## config.mk

```make
export PLATFORM = sky130hd
export DESIGN_NAME = wlan_frame_airtime_calc
export DESIGN_NICKNAME = d
export VERILOG_FILES = /design/src/hdl/awc_pkg.sv /design/src/hdl/awc_front.sv /design/src/hdl/awc_div.sv /design/src/hdl/awc_back.sv /design/src/hdl/wlan_frame_airtime_calc.sv
export SDC_FILE = /design/constraint.sdc
export NUM_CORES = 2
export LEC_CHECK = 0
export BUFFER_PORTS_ARGS = -buffer_cell sky130_fd_sc_hd__buf_2
export CAP_MARGIN = 40
export CORE_ASPECT_RATIO = 0.8
export CORE_MARGIN = 10
export CORE_UTILIZATION = 65
export CTS_BUF_LIST = sky130_fd_sc_hd__clkbuf_2
export DETAILED_ROUTE_END_ITERATION = 7
export GPL_ROUTABILITY_DRIVEN = 0
export PLACE_DENSITY = 0.86
export SLEW_MARGIN = 15
export SYNTH_ARGS = -nofsm -noshare
export SYNTH_HDL_FRONTEND = slang
export SYNTH_SLANG_ARGS = --single-unit
```

## constraint.sdc

```tcl
create_clock -name clk -period 6.5 [get_ports clk]
set_input_delay 0 -clock clk [delete_from_list [all_inputs] [get_ports clk]]
set_output_delay 0 -clock clk [all_outputs]
set_load 0.01 [all_outputs]
```

## src/hdl/awc_pkg.sv

```systemverilog
package awc_pkg;

    localparam int SIZE_WIDTH_DEF = 19;
    localparam int RATE_W         = 8;
    localparam int DUR_W          = 21;
    localparam logic [DUR_W-1:0] DUR_SAT = {DUR_W{1'b1}};

    typedef enum logic [1:0] {
        CLASS_DSSS = 2'd0,
        CLASS_OFDM = 2'd1,
        CLASS_ERP  = 2'd2,
        CLASS_BAD  = 2'd3
    } awc_class_t;

    localparam logic [1:0] SPACING_20 = 2'd0;
    localparam logic [1:0] SPACING_10 = 2'd1;
    localparam logic [1:0] SPACING_5  = 2'd2;

    localparam logic [1:0] CFG_CLASS   = 2'd0;
    localparam logic [1:0] CFG_SPACING = 2'd1;
    localparam logic [1:0] CFG_RATE    = 2'd2;

    localparam logic [1:0] RESET_CLASS   = 2'd1;
    localparam logic [1:0] RESET_SPACING = 2'd0;
    localparam logic [RATE_W-1:0] RESET_RATE = 8'd24;

    typedef struct packed {
        awc_class_t        mod_class;
        logic [1:0]        spacing_code;
        logic [RATE_W-1:0] rate_quarter_mbps;
    } awc_cfg_t;

    typedef struct packed {
        logic [7:0] pre;
        logic [5:0] hdr;
        logic [4:0] slot;
        logic [7:0] rxd;
        logic [2:0] qshift;
        logic       erp;
        logic       bad;
    } awc_side_t;

endpackage

```

## src/hdl/awc_front.sv

```systemverilog
module awc_front #(
    parameter int SIZE_WIDTH = awc_pkg::SIZE_WIDTH_DEF,
    parameter int NUM_W      = SIZE_WIDTH + 3
) (
    input  logic                          clk,
    input  logic                          rst_n,
    input  awc_pkg::awc_cfg_t             cfg,
    input  logic                          in_valid,
    output logic                          in_stall,
    input  logic [SIZE_WIDTH-1:0]         payload_bits,
    input  logic                          short_preamble,
    output logic                          out_valid,
    input  logic                          out_stall,
    output logic [NUM_W-1:0]              out_num,
    output logic [awc_pkg::RATE_W-1:0]    out_den,
    output awc_pkg::awc_side_t            out_side
);
    import awc_pkg::*;

    logic                valid_reg;
    logic [NUM_W-1:0]    num_reg, num_next;
    logic [RATE_W-1:0]   den_reg, den_next;
    awc_side_t           side_reg, side_next;
    logic                ready;
    logic [NUM_W-1:0]    bits_ext, ofdm_x4, rnd, base;
    logic [2:0]          lg;

    assign ready    = !valid_reg || !out_stall;
    assign in_stall = !ready;

    always_comb
    begin
        bits_ext  = NUM_W'(payload_bits);
        ofdm_x4   = (bits_ext + NUM_W'(22)) << 2;
        den_next  = (cfg.rate_quarter_mbps == '0) ? RATE_W'(1) : cfg.rate_quarter_mbps;
        side_next = '0;
        lg        = 3'd2;
        rnd       = NUM_W'(3);
        base      = '0;
        unique case (cfg.mod_class)
            CLASS_DSSS:
            begin
                side_next.pre  = short_preamble ? 8'd72 : 8'd144;
                side_next.hdr  = short_preamble ? 6'd24 : 6'd48;
                side_next.slot = 5'd20;
                side_next.rxd  = short_preamble ? 8'd96 : 8'd192;
                base           = bits_ext << 2;
            end
            CLASS_OFDM:
            begin
                case (cfg.spacing_code)
                    SPACING_10:
                    begin
                        lg = 3'd3; rnd = NUM_W'(7);
                        side_next.pre = 8'd32; side_next.hdr = 6'd8;
                        side_next.slot = 5'd13; side_next.rxd = 8'd49;
                    end
                    SPACING_5:
                    begin
                        lg = 3'd4; rnd = NUM_W'(15);
                        side_next.pre = 8'd64; side_next.hdr = 6'd16;
                        side_next.slot = 5'd21; side_next.rxd = 8'd97;
                    end
                    default:
                    begin
                        side_next.pre = 8'd16; side_next.hdr = 6'd4;
                        side_next.slot = 5'd9; side_next.rxd = 8'd25;
                    end
                endcase
                side_next.qshift = lg;
                base = (ofdm_x4 + rnd) >> lg;
            end
            CLASS_ERP:
            begin
                side_next.pre    = 8'd16;
                side_next.hdr    = 6'd4;
                side_next.slot   = short_preamble ? 5'd9 : 5'd20;
                side_next.rxd    = 8'd24;
                side_next.qshift = lg;
                side_next.erp    = 1'b1;
                base = (ofdm_x4 + rnd) >> lg;
            end
            default:
            begin
                side_next.bad = 1'b1;
                den_next      = RATE_W'(1);
            end
        endcase
        num_next = side_next.bad ? '0
                 : base + NUM_W'(den_next) - NUM_W'(1);
    end

    always_ff @(posedge clk or negedge rst_n)
    begin
        if (!rst_n)
            valid_reg <= 1'b0;
        else if (ready)
            valid_reg <= in_valid;
    end

    always_ff @(posedge clk)
    begin
        if (ready && in_valid)
        begin
            num_reg  <= num_next;
            den_reg  <= den_next;
            side_reg <= side_next;
        end
    end

    assign out_valid = valid_reg;
    assign out_num   = num_reg;
    assign out_den   = den_reg;
    assign out_side  = side_reg;

endmodule

```

## src/hdl/awc_div.sv

```systemverilog
module awc_div #(
    parameter int NUM_W = awc_pkg::SIZE_WIDTH_DEF + 3
) (
    input  logic                          clk,
    input  logic                          rst_n,
    input  logic                          in_valid,
    output logic                          in_stall,
    input  logic [NUM_W-1:0]              in_num,
    input  logic [awc_pkg::RATE_W-1:0]    in_den,
    input  awc_pkg::awc_side_t            in_side,
    output logic                          out_valid,
    input  logic                          out_stall,
    output logic [NUM_W-1:0]              out_quo,
    output awc_pkg::awc_side_t            out_side
);
    import awc_pkg::*;

    logic                valid_reg [NUM_W];
    logic [NUM_W-1:0]    num_reg   [NUM_W];
    logic [RATE_W-1:0]   rem_reg   [NUM_W];
    logic [RATE_W-1:0]   den_reg   [NUM_W];
    awc_side_t           side_reg  [NUM_W];

    logic                src_valid [NUM_W+1];
    logic [NUM_W-1:0]    src_num   [NUM_W+1];
    logic [RATE_W-1:0]   src_rem   [NUM_W+1];
    logic [RATE_W-1:0]   src_den   [NUM_W+1];
    awc_side_t           src_side  [NUM_W+1];
    logic                ready     [NUM_W+1];

    assign src_valid[0] = in_valid;
    assign src_num[0]   = in_num;
    assign src_rem[0]   = '0;
    assign src_den[0]   = in_den;
    assign src_side[0]  = in_side;
    assign ready[NUM_W] = !out_stall;
    assign in_stall     = !ready[0];

    for (genvar j = 0; j < NUM_W; j++)
    begin : g_stage
        logic [RATE_W:0]   trial;
        logic              ge;
        logic [RATE_W:0]   diff;
        logic [RATE_W-1:0] rem_next;
        logic [NUM_W-1:0]  num_next;

        assign ready[j] = !valid_reg[j] || ready[j+1];

        always_comb
        begin
            trial    = {src_rem[j], src_num[j][NUM_W-1]};
            ge       = trial >= {1'b0, src_den[j]};
            diff     = trial - {1'b0, src_den[j]};
            rem_next = ge ? diff[RATE_W-1:0] : trial[RATE_W-1:0];
            num_next = {src_num[j][NUM_W-2:0], ge};
        end

        always_ff @(posedge clk or negedge rst_n)
        begin
            if (!rst_n)
                valid_reg[j] <= 1'b0;
            else if (ready[j])
                valid_reg[j] <= src_valid[j];
        end

        always_ff @(posedge clk)
        begin
            if (ready[j] && src_valid[j])
            begin
                num_reg[j]  <= num_next;
                rem_reg[j]  <= rem_next;
                den_reg[j]  <= src_den[j];
                side_reg[j] <= src_side[j];
            end
        end

        assign src_valid[j+1] = valid_reg[j];
        assign src_num[j+1]   = num_reg[j];
        assign src_rem[j+1]   = rem_reg[j];
        assign src_den[j+1]   = den_reg[j];
        assign src_side[j+1]  = side_reg[j];
    end

    assign out_valid = src_valid[NUM_W];
    assign out_quo   = src_num[NUM_W];
    assign out_side  = src_side[NUM_W];

endmodule

```

## src/hdl/awc_back.sv

```systemverilog
module awc_back #(
    parameter int NUM_W = awc_pkg::SIZE_WIDTH_DEF + 3
) (
    input  logic                          clk,
    input  logic                          rst_n,
    input  logic                          in_valid,
    output logic                          in_stall,
    input  logic [NUM_W-1:0]              in_quo,
    input  awc_pkg::awc_side_t            in_side,
    output logic                          out_valid,
    input  logic                          out_stall,
    output logic [awc_pkg::DUR_W-1:0]     tx_total_us,
    output logic [7:0]                    preamble_us,
    output logic [5:0]                    header_us,
    output logic [awc_pkg::DUR_W-1:0]     payload_us,
    output logic [4:0]                    slot_us,
    output logic [7:0]                    rx_start_delay_us,
    output logic                          bad_class
);
    import awc_pkg::*;

    localparam int PAY_W = NUM_W + 5;
    localparam int CMP_W = (PAY_W > DUR_W + 1) ? PAY_W : DUR_W + 1;

    logic               p_valid_reg, o_valid_reg;
    logic [DUR_W-1:0]   p_pay_reg, p_pay_next;
    awc_side_t          p_side_reg;
    logic [DUR_W-1:0]   o_total_reg, o_total_next;
    logic [DUR_W-1:0]   o_pay_reg;
    awc_side_t          o_side_reg;
    logic               p_ready, o_ready;
    logic [PAY_W-1:0]   shifted, pay_wide;
    logic [CMP_W-1:0]   pay_cmp;
    logic [DUR_W:0]     total_wide;

    assign o_ready  = !o_valid_reg || !out_stall;
    assign p_ready  = !p_valid_reg || o_ready;
    assign in_stall = !p_ready;

    always_comb
    begin
        shifted  = PAY_W'(in_quo) << in_side.qshift;
        pay_wide = shifted + (in_side.erp ? PAY_W'(6) : PAY_W'(0));
        pay_cmp  = CMP_W'(pay_wide);
        p_pay_next = (pay_cmp > CMP_W'(DUR_SAT)) ? DUR_SAT : pay_cmp[DUR_W-1:0];
    end

    always_comb
    begin
        total_wide = {1'b0, p_pay_reg} + (DUR_W+1)'(p_side_reg.pre)
                   + (DUR_W+1)'(p_side_reg.hdr);
        o_total_next = total_wide[DUR_W] ? DUR_SAT : total_wide[DUR_W-1:0];
    end

    always_ff @(posedge clk or negedge rst_n)
    begin
        if (!rst_n)
        begin
            p_valid_reg <= 1'b0;
            o_valid_reg <= 1'b0;
        end
        else
        begin
            if (p_ready)
                p_valid_reg <= in_valid;
            if (o_ready)
                o_valid_reg <= p_valid_reg;
        end
    end

    always_ff @(posedge clk)
    begin
        if (p_ready && in_valid)
        begin
            p_pay_reg  <= p_pay_next;
            p_side_reg <= in_side;
        end
        if (o_ready && p_valid_reg)
        begin
            o_total_reg <= o_total_next;
            o_pay_reg   <= p_pay_reg;
            o_side_reg  <= p_side_reg;
        end
    end

    assign out_valid         = o_valid_reg;
    assign tx_total_us       = o_total_reg;
    assign preamble_us       = o_side_reg.pre;
    assign header_us         = o_side_reg.hdr;
    assign payload_us        = o_pay_reg;
    assign slot_us           = o_side_reg.slot;
    assign rx_start_delay_us = o_side_reg.rxd;
    assign bad_class         = o_side_reg.bad;

endmodule

```

## src/hdl/wlan_frame_airtime_calc.sv

```systemverilog
// 802.11 frame airtime calculator (DSSS, OFDM, ERP-OFDM).
// Input beat: payload_bits and short_preamble, taken when in_valid is high and
// in_stall is low. Output beat: total, preamble, header, payload, slot and
// rx-start-delay times in microseconds plus bad_class, presented on out_valid
// and held until out_stall is low.
// Configuration: cfg_write with cfg_index 0 (class), 1 (spacing), 2 (rate in
// 250 kbps units); write only while no beat is in flight.
// Throughput: one beat per cycle while the output is not held. The pipe is
// one front stage, then the restoring divider that retires one quotient bit
// per stage, then two back stages.
// Every stage holds one beat and fills a bubble ahead of it, so new beats are
// accepted while a result waits, until the whole pipe is full; a held output
// stops only the stages behind it.
// Reset empties the pipe and loads class OFDM, 20 MHz spacing, rate 24.
module wlan_frame_airtime_calc #(
    parameter int SIZE_WIDTH = awc_pkg::SIZE_WIDTH_DEF
) (
    input  logic                          clk,
    input  logic                          rst_n,
    input  logic                          cfg_write,
    input  logic [1:0]                    cfg_index,
    input  logic [awc_pkg::RATE_W-1:0]    cfg_data,
    input  logic                          in_valid,
    output logic                          in_stall,
    input  logic [SIZE_WIDTH-1:0]         payload_bits,
    input  logic                          short_preamble,
    output logic                          out_valid,
    input  logic                          out_stall,
    output logic [awc_pkg::DUR_W-1:0]     tx_total_us,
    output logic [7:0]                    preamble_us,
    output logic [5:0]                    header_us,
    output logic [awc_pkg::DUR_W-1:0]     payload_us,
    output logic [4:0]                    slot_us,
    output logic [7:0]                    rx_start_delay_us,
    output logic                          bad_class
);
    import awc_pkg::*;

    localparam int NUM_W = SIZE_WIDTH + 3;

    awc_cfg_t          cfg_reg;
    logic              f_valid, f_stall;
    logic [NUM_W-1:0]  f_num;
    logic [RATE_W-1:0] f_den;
    awc_side_t         f_side;
    logic              d_valid, d_stall;
    logic [NUM_W-1:0]  d_quo;
    awc_side_t         d_side;

    always_ff @(posedge clk or negedge rst_n)
    begin
        if (!rst_n)
        begin
            cfg_reg.mod_class         <= awc_class_t'(RESET_CLASS);
            cfg_reg.spacing_code      <= RESET_SPACING;
            cfg_reg.rate_quarter_mbps <= RESET_RATE;
        end
        else if (cfg_write)
        begin
            unique case (cfg_index)
                CFG_CLASS:   cfg_reg.mod_class         <= awc_class_t'(cfg_data[1:0]);
                CFG_SPACING: cfg_reg.spacing_code      <= cfg_data[1:0];
                CFG_RATE:    cfg_reg.rate_quarter_mbps <= cfg_data;
                default:     ;
            endcase
        end
    end

    awc_front #(
        .SIZE_WIDTH (SIZE_WIDTH),
        .NUM_W      (NUM_W)
    ) u_front (
        .clk            (clk),
        .rst_n          (rst_n),
        .cfg            (cfg_reg),
        .in_valid       (in_valid),
        .in_stall       (in_stall),
        .payload_bits   (payload_bits),
        .short_preamble (short_preamble),
        .out_valid      (f_valid),
        .out_stall      (f_stall),
        .out_num        (f_num),
        .out_den        (f_den),
        .out_side       (f_side)
    );

    awc_div #(
        .NUM_W (NUM_W)
    ) u_div (
        .clk       (clk),
        .rst_n     (rst_n),
        .in_valid  (f_valid),
        .in_stall  (f_stall),
        .in_num    (f_num),
        .in_den    (f_den),
        .in_side   (f_side),
        .out_valid (d_valid),
        .out_stall (d_stall),
        .out_quo   (d_quo),
        .out_side  (d_side)
    );

    awc_back #(
        .NUM_W (NUM_W)
    ) u_back (
        .clk               (clk),
        .rst_n             (rst_n),
        .in_valid          (d_valid),
        .in_stall          (d_stall),
        .in_quo            (d_quo),
        .in_side           (d_side),
        .out_valid         (out_valid),
        .out_stall         (out_stall),
        .tx_total_us       (tx_total_us),
        .preamble_us       (preamble_us),
        .header_us         (header_us),
        .payload_us        (payload_us),
        .slot_us           (slot_us),
        .rx_start_delay_us (rx_start_delay_us),
        .bad_class         (bad_class)
    );

endmodule
```

==> flow_metrics.py <==
metrics = {
    "pwr": {
        "p_leak_nw": 24.6,
        "ir_worst_vdd_uv": 264,
        "p_per_area_mw_per_mm2": 387,
    },
    "critical_path": {
        "arrival_ns": 7.56,
        "crit_chain": "inv_1 > ha_2 > inv_2 > ha_1 > inv_1 > fa_2 > nor3_2 > buf_4 > nand4_1 > o41a_1 > o21ai_1 > o21a_1 > dlygate4sd3_1 > o21a_2 > dlygate4sd3_1 > nor2_1 > ha_1 > or4b_2 > dlygate4sd3_1 > o211ai_2",
        "worstSetupStartpointType": "register",
        "cp_slowest_cell": "dlygate4sd3_1",
        "path_buf_inv": 7,
        "end_kind": "register",
        "crit_required_ns": 7.78,
        "crit_type": "reg -> reg",
        "cpPeakStageDelay_ns": 0.72,
        "crit_family": "buffers and inverters",
        "cpMostUsedCell": "dlygate4sd3_1",
        "worstPathMaxFanout": 5,
    },
    "global_route": {
        "antenna_found_initial": 2,
        "grt_util_all_layers": 0.209,
        "grt-ovfl-total": 0,
        "grt_pass1_wl_um": 170000,
        "grt_max_degree": 59,
        "grt_pass1_vias": 33000,
    },
    "synth": {
        "synth_top_area_share": 0.723,
        "ys_types": 100,
        "synth_area_leaders": "edfxtp_1, ha_1, inv_1, o21ai_0, nand2_1",
        "netlist_area_mm2": 0.0574,
        "yosysMostFrequentCell": "edfxtp_1",
        "ys_warn_count": 0,
        "synth.avg_cell_area_um2": 15.5,
        "synth-main-ff-cell": "edfxtp_1",
        "synthTopCellsByCount": "edfxtp_1, inv_1, nand2_1, o21ai_0, ha_1",
        "ys_seq_elements": 1419,
        "synth-seq-area-share": 0.739,
        "yosysTopAreaCell": "edfxtp_1",
        "synth-edff-count": 1382,
        "synthArstFlopShare": 0.0261,
        "synth_cells": 3710,
    },
    "timing": {
        "fmax_mhz": 159,
        "setup_tns_ns": 0,
        "clock-skew-final_ns": 0.159,
        "relSlewSlack": 0.315,
        "drv_slew": 0,
        "finalWorstPathRequiredPeriod_ns": 6.29,
        "setup_violations": 0,
        "hold_viol": 0,
        "worst_hold_slack_ns": 0.131,
        "worstMarginPinSlew_ns": 1.03,
        "finalCritPeriodShare": 0.967,
    },
    "placed_design": {
        "place_area_mm2": 0.0594,
        "numPortBuffers": 98,
        "dp_hpwl_um": 67000,
    },
    "die": {
        "num_io_pins": 107,
        "rows": 97,
        "fp.coreArea_mm2": 0.0875,
        "start_util": 0.656,
        "die_w_um": 352,
        "dieHeight_um": 286,
        "dieArea_mm2": 0.101,
    },
    "detailed_routing": {
        "first_iter_violations": 3270,
        "wl_met1_um": 40900,
        "drc": 107,
        "wl_um": 108000,
        "highest-signal-layer": "met4",
        "wl_per_cell_um": 19.1,
        "viasPerCell": 5.75,
        "vias": 32400,
        "ant_nets": 0,
        "dr.pass1.iters": 8,
        "route.met2.wl_um": 55000,
        "wl_met3_um": 7800,
    },
    "clock_tree": {
        "cts_tree": "built",
        "clock_path_buffers": 4,
        "clock_latency_ns": 1.59,
        "numCtsBuffers": 328,
        "htreeDepth": 5,
        "cts_sinks": 1419,
        "cts_root_buf": "clkbuf_2",
        "clkTransAtPathRegs_ns": 0.09,
    },
    "min_path": {
        "min_path_type": "in -> reg",
    },
    "job": {
        "drv_cap": 0,
    },
    "cells_and_area": {
        "num-nets-final": 4499,
        "largest_reg_flops": 484,
        "final_area_mm2": 0.0634,
        "area_growth_pct": 10.4,
        "drive_gt1_frac": 0.175,
    },
    "run_status": {
        "status": "complete, but fails checks",
        "violations": "design-rule violations",
    },
}
power by group:
group          internal, mW  total (mW)  switching (mW)
clock                  2.02        5.31            3.29
sequential             12.2        12.9           0.718
combinational          2.54        6.31            3.77
total                  16.8        24.5            7.78
cell type report:
| class | instances | area [um2] |
|---|---|---|
| Clock buffer | 476 | 2380 |
| Clock inverter | 74 | 363 |
| Sequential cell | 1419 | 42400 |
| Multi-Input combinational cell | 1844 | 13300 |
| Inverter | 373 | 1400 |
| Fill cell | 5066 | 24100 |
| Tap cell | 1188 | 1490 |
| Antenna cell | 5 | 12.5 |
| Timing Repair Buffer | 254 | 2020 |
stage by stage:
step | setup WS (ns) | power [mW] | std cells | util
finish | 0.212 | 24.5 | 5633 | 0.724
global route | -0.0586 | 25.9 | 5631 | 0.724
CTS | 0.0370 | 24.3 | 5607 | 0.721
detailed placement | 0.325 | 18.9 | 4963 | 0.678
global placement | 0.510 | 18.4 | 4954 | 0.677
floorplan | 0.555 | 17.2 | 3717 | -
kinds of logic (layout without fill, tap and decap cells):
family | Yosys count | in the layout | synth area share
buf+inv | 454 | 1177 | 0.0324
mux | 78 | 78 | 0.0152
xor+xnor | 128 | 128 | 0.0202
fa+ha+maj | 244 | 244 | 0.0567
simple gates | 779 | 779 | 0.0680
compound gates | 607 | 607 | 0.0679
flops | 1419 | 1419 | 0.739
other cells | 1 | 13 | 0.0000654
worst register-to-register path: cells and delay by family, from the launching register on:
family / cells / cell delay [ns]
fa+ha+maj: 4 / 1.17
simple gates: 4 / 1.22
compound gates: 5 / 0.89
buf+inv: 7 / 2.37
flops: 1 / 0.40
routing by layer:
layer / vias up / track usage
met5: - / 0
met4: 0 / 0.0961
met3: 367 / 0.0466
met2: 1593 / 0.361
met1: 15500 / 0.250
li1: 14900 / -
final timing paths:
kind | startpoint | to | slack [ns] | cells past startpoint
worst max-delay path | cfg_reg[8]$_DFFE_PN0P_ | u_front.out_num[17]$_SDFFCE_PP0P_ | 0.21 | 20
worst min register to register | u_div.side_reg[1][35]$_DFFE_PP_ | u_div.side_reg[1][67]$_DFFE_PP_ | 0.27 | 0
worst min-delay path | cfg_data[1] | cfg_reg[9]$_DFFE_PN0P_ | 0.13 | 4
min in group asynchronous | rst_n | cfg_reg[11]$_DFFE_PN0P_ | 0.24 | 4
worst max register to register | cfg_reg[8]$_DFFE_PN0P_ | u_front.out_num[17]$_SDFFCE_PP0P_ | 0.21 | 20
max in group asynchronous | rst_n | u_div.src_valid[6]$_DFFE_PN0P_ | 5.54 | 5
cells in the final DEF (no fill, tap or decap), drive strengths merged, types with 8 or more instances in the layout:
master	n
or3	12
o21bai	18
clkinv	67
nor4	14
ha	217
edfxtp	1382
a21oi	98
or4	20
dlygate4sd3	94
mux2	22
buf	160
and3	30
and2	21
nand2b	40
nor3b	8
o211a	21
o21ai	251
xnor2	58
nor2	123
nand4	51
nand3	35
a21boi	29
a21o	37
inv	375
nand2	285
nor3	31
nor2b	69
mux2i	51
clkbuf	476
conb	8
xor2	70
o21a	14
a222oi	9
o2111ai	8
fa	27
a31oi	9
o31ai	45
o211ai	16
dfrtp	34
or2	19
timing repair:
item	4_1_cts	5_1_grt
setup endpoints to repair	0	10
hold buffers	94	0
gates resized for setup	0	17
buffers inserted	0	3
endpoints found under the hold margin	417	0
No activity file was read; power rests on OpenSTA's default activity.
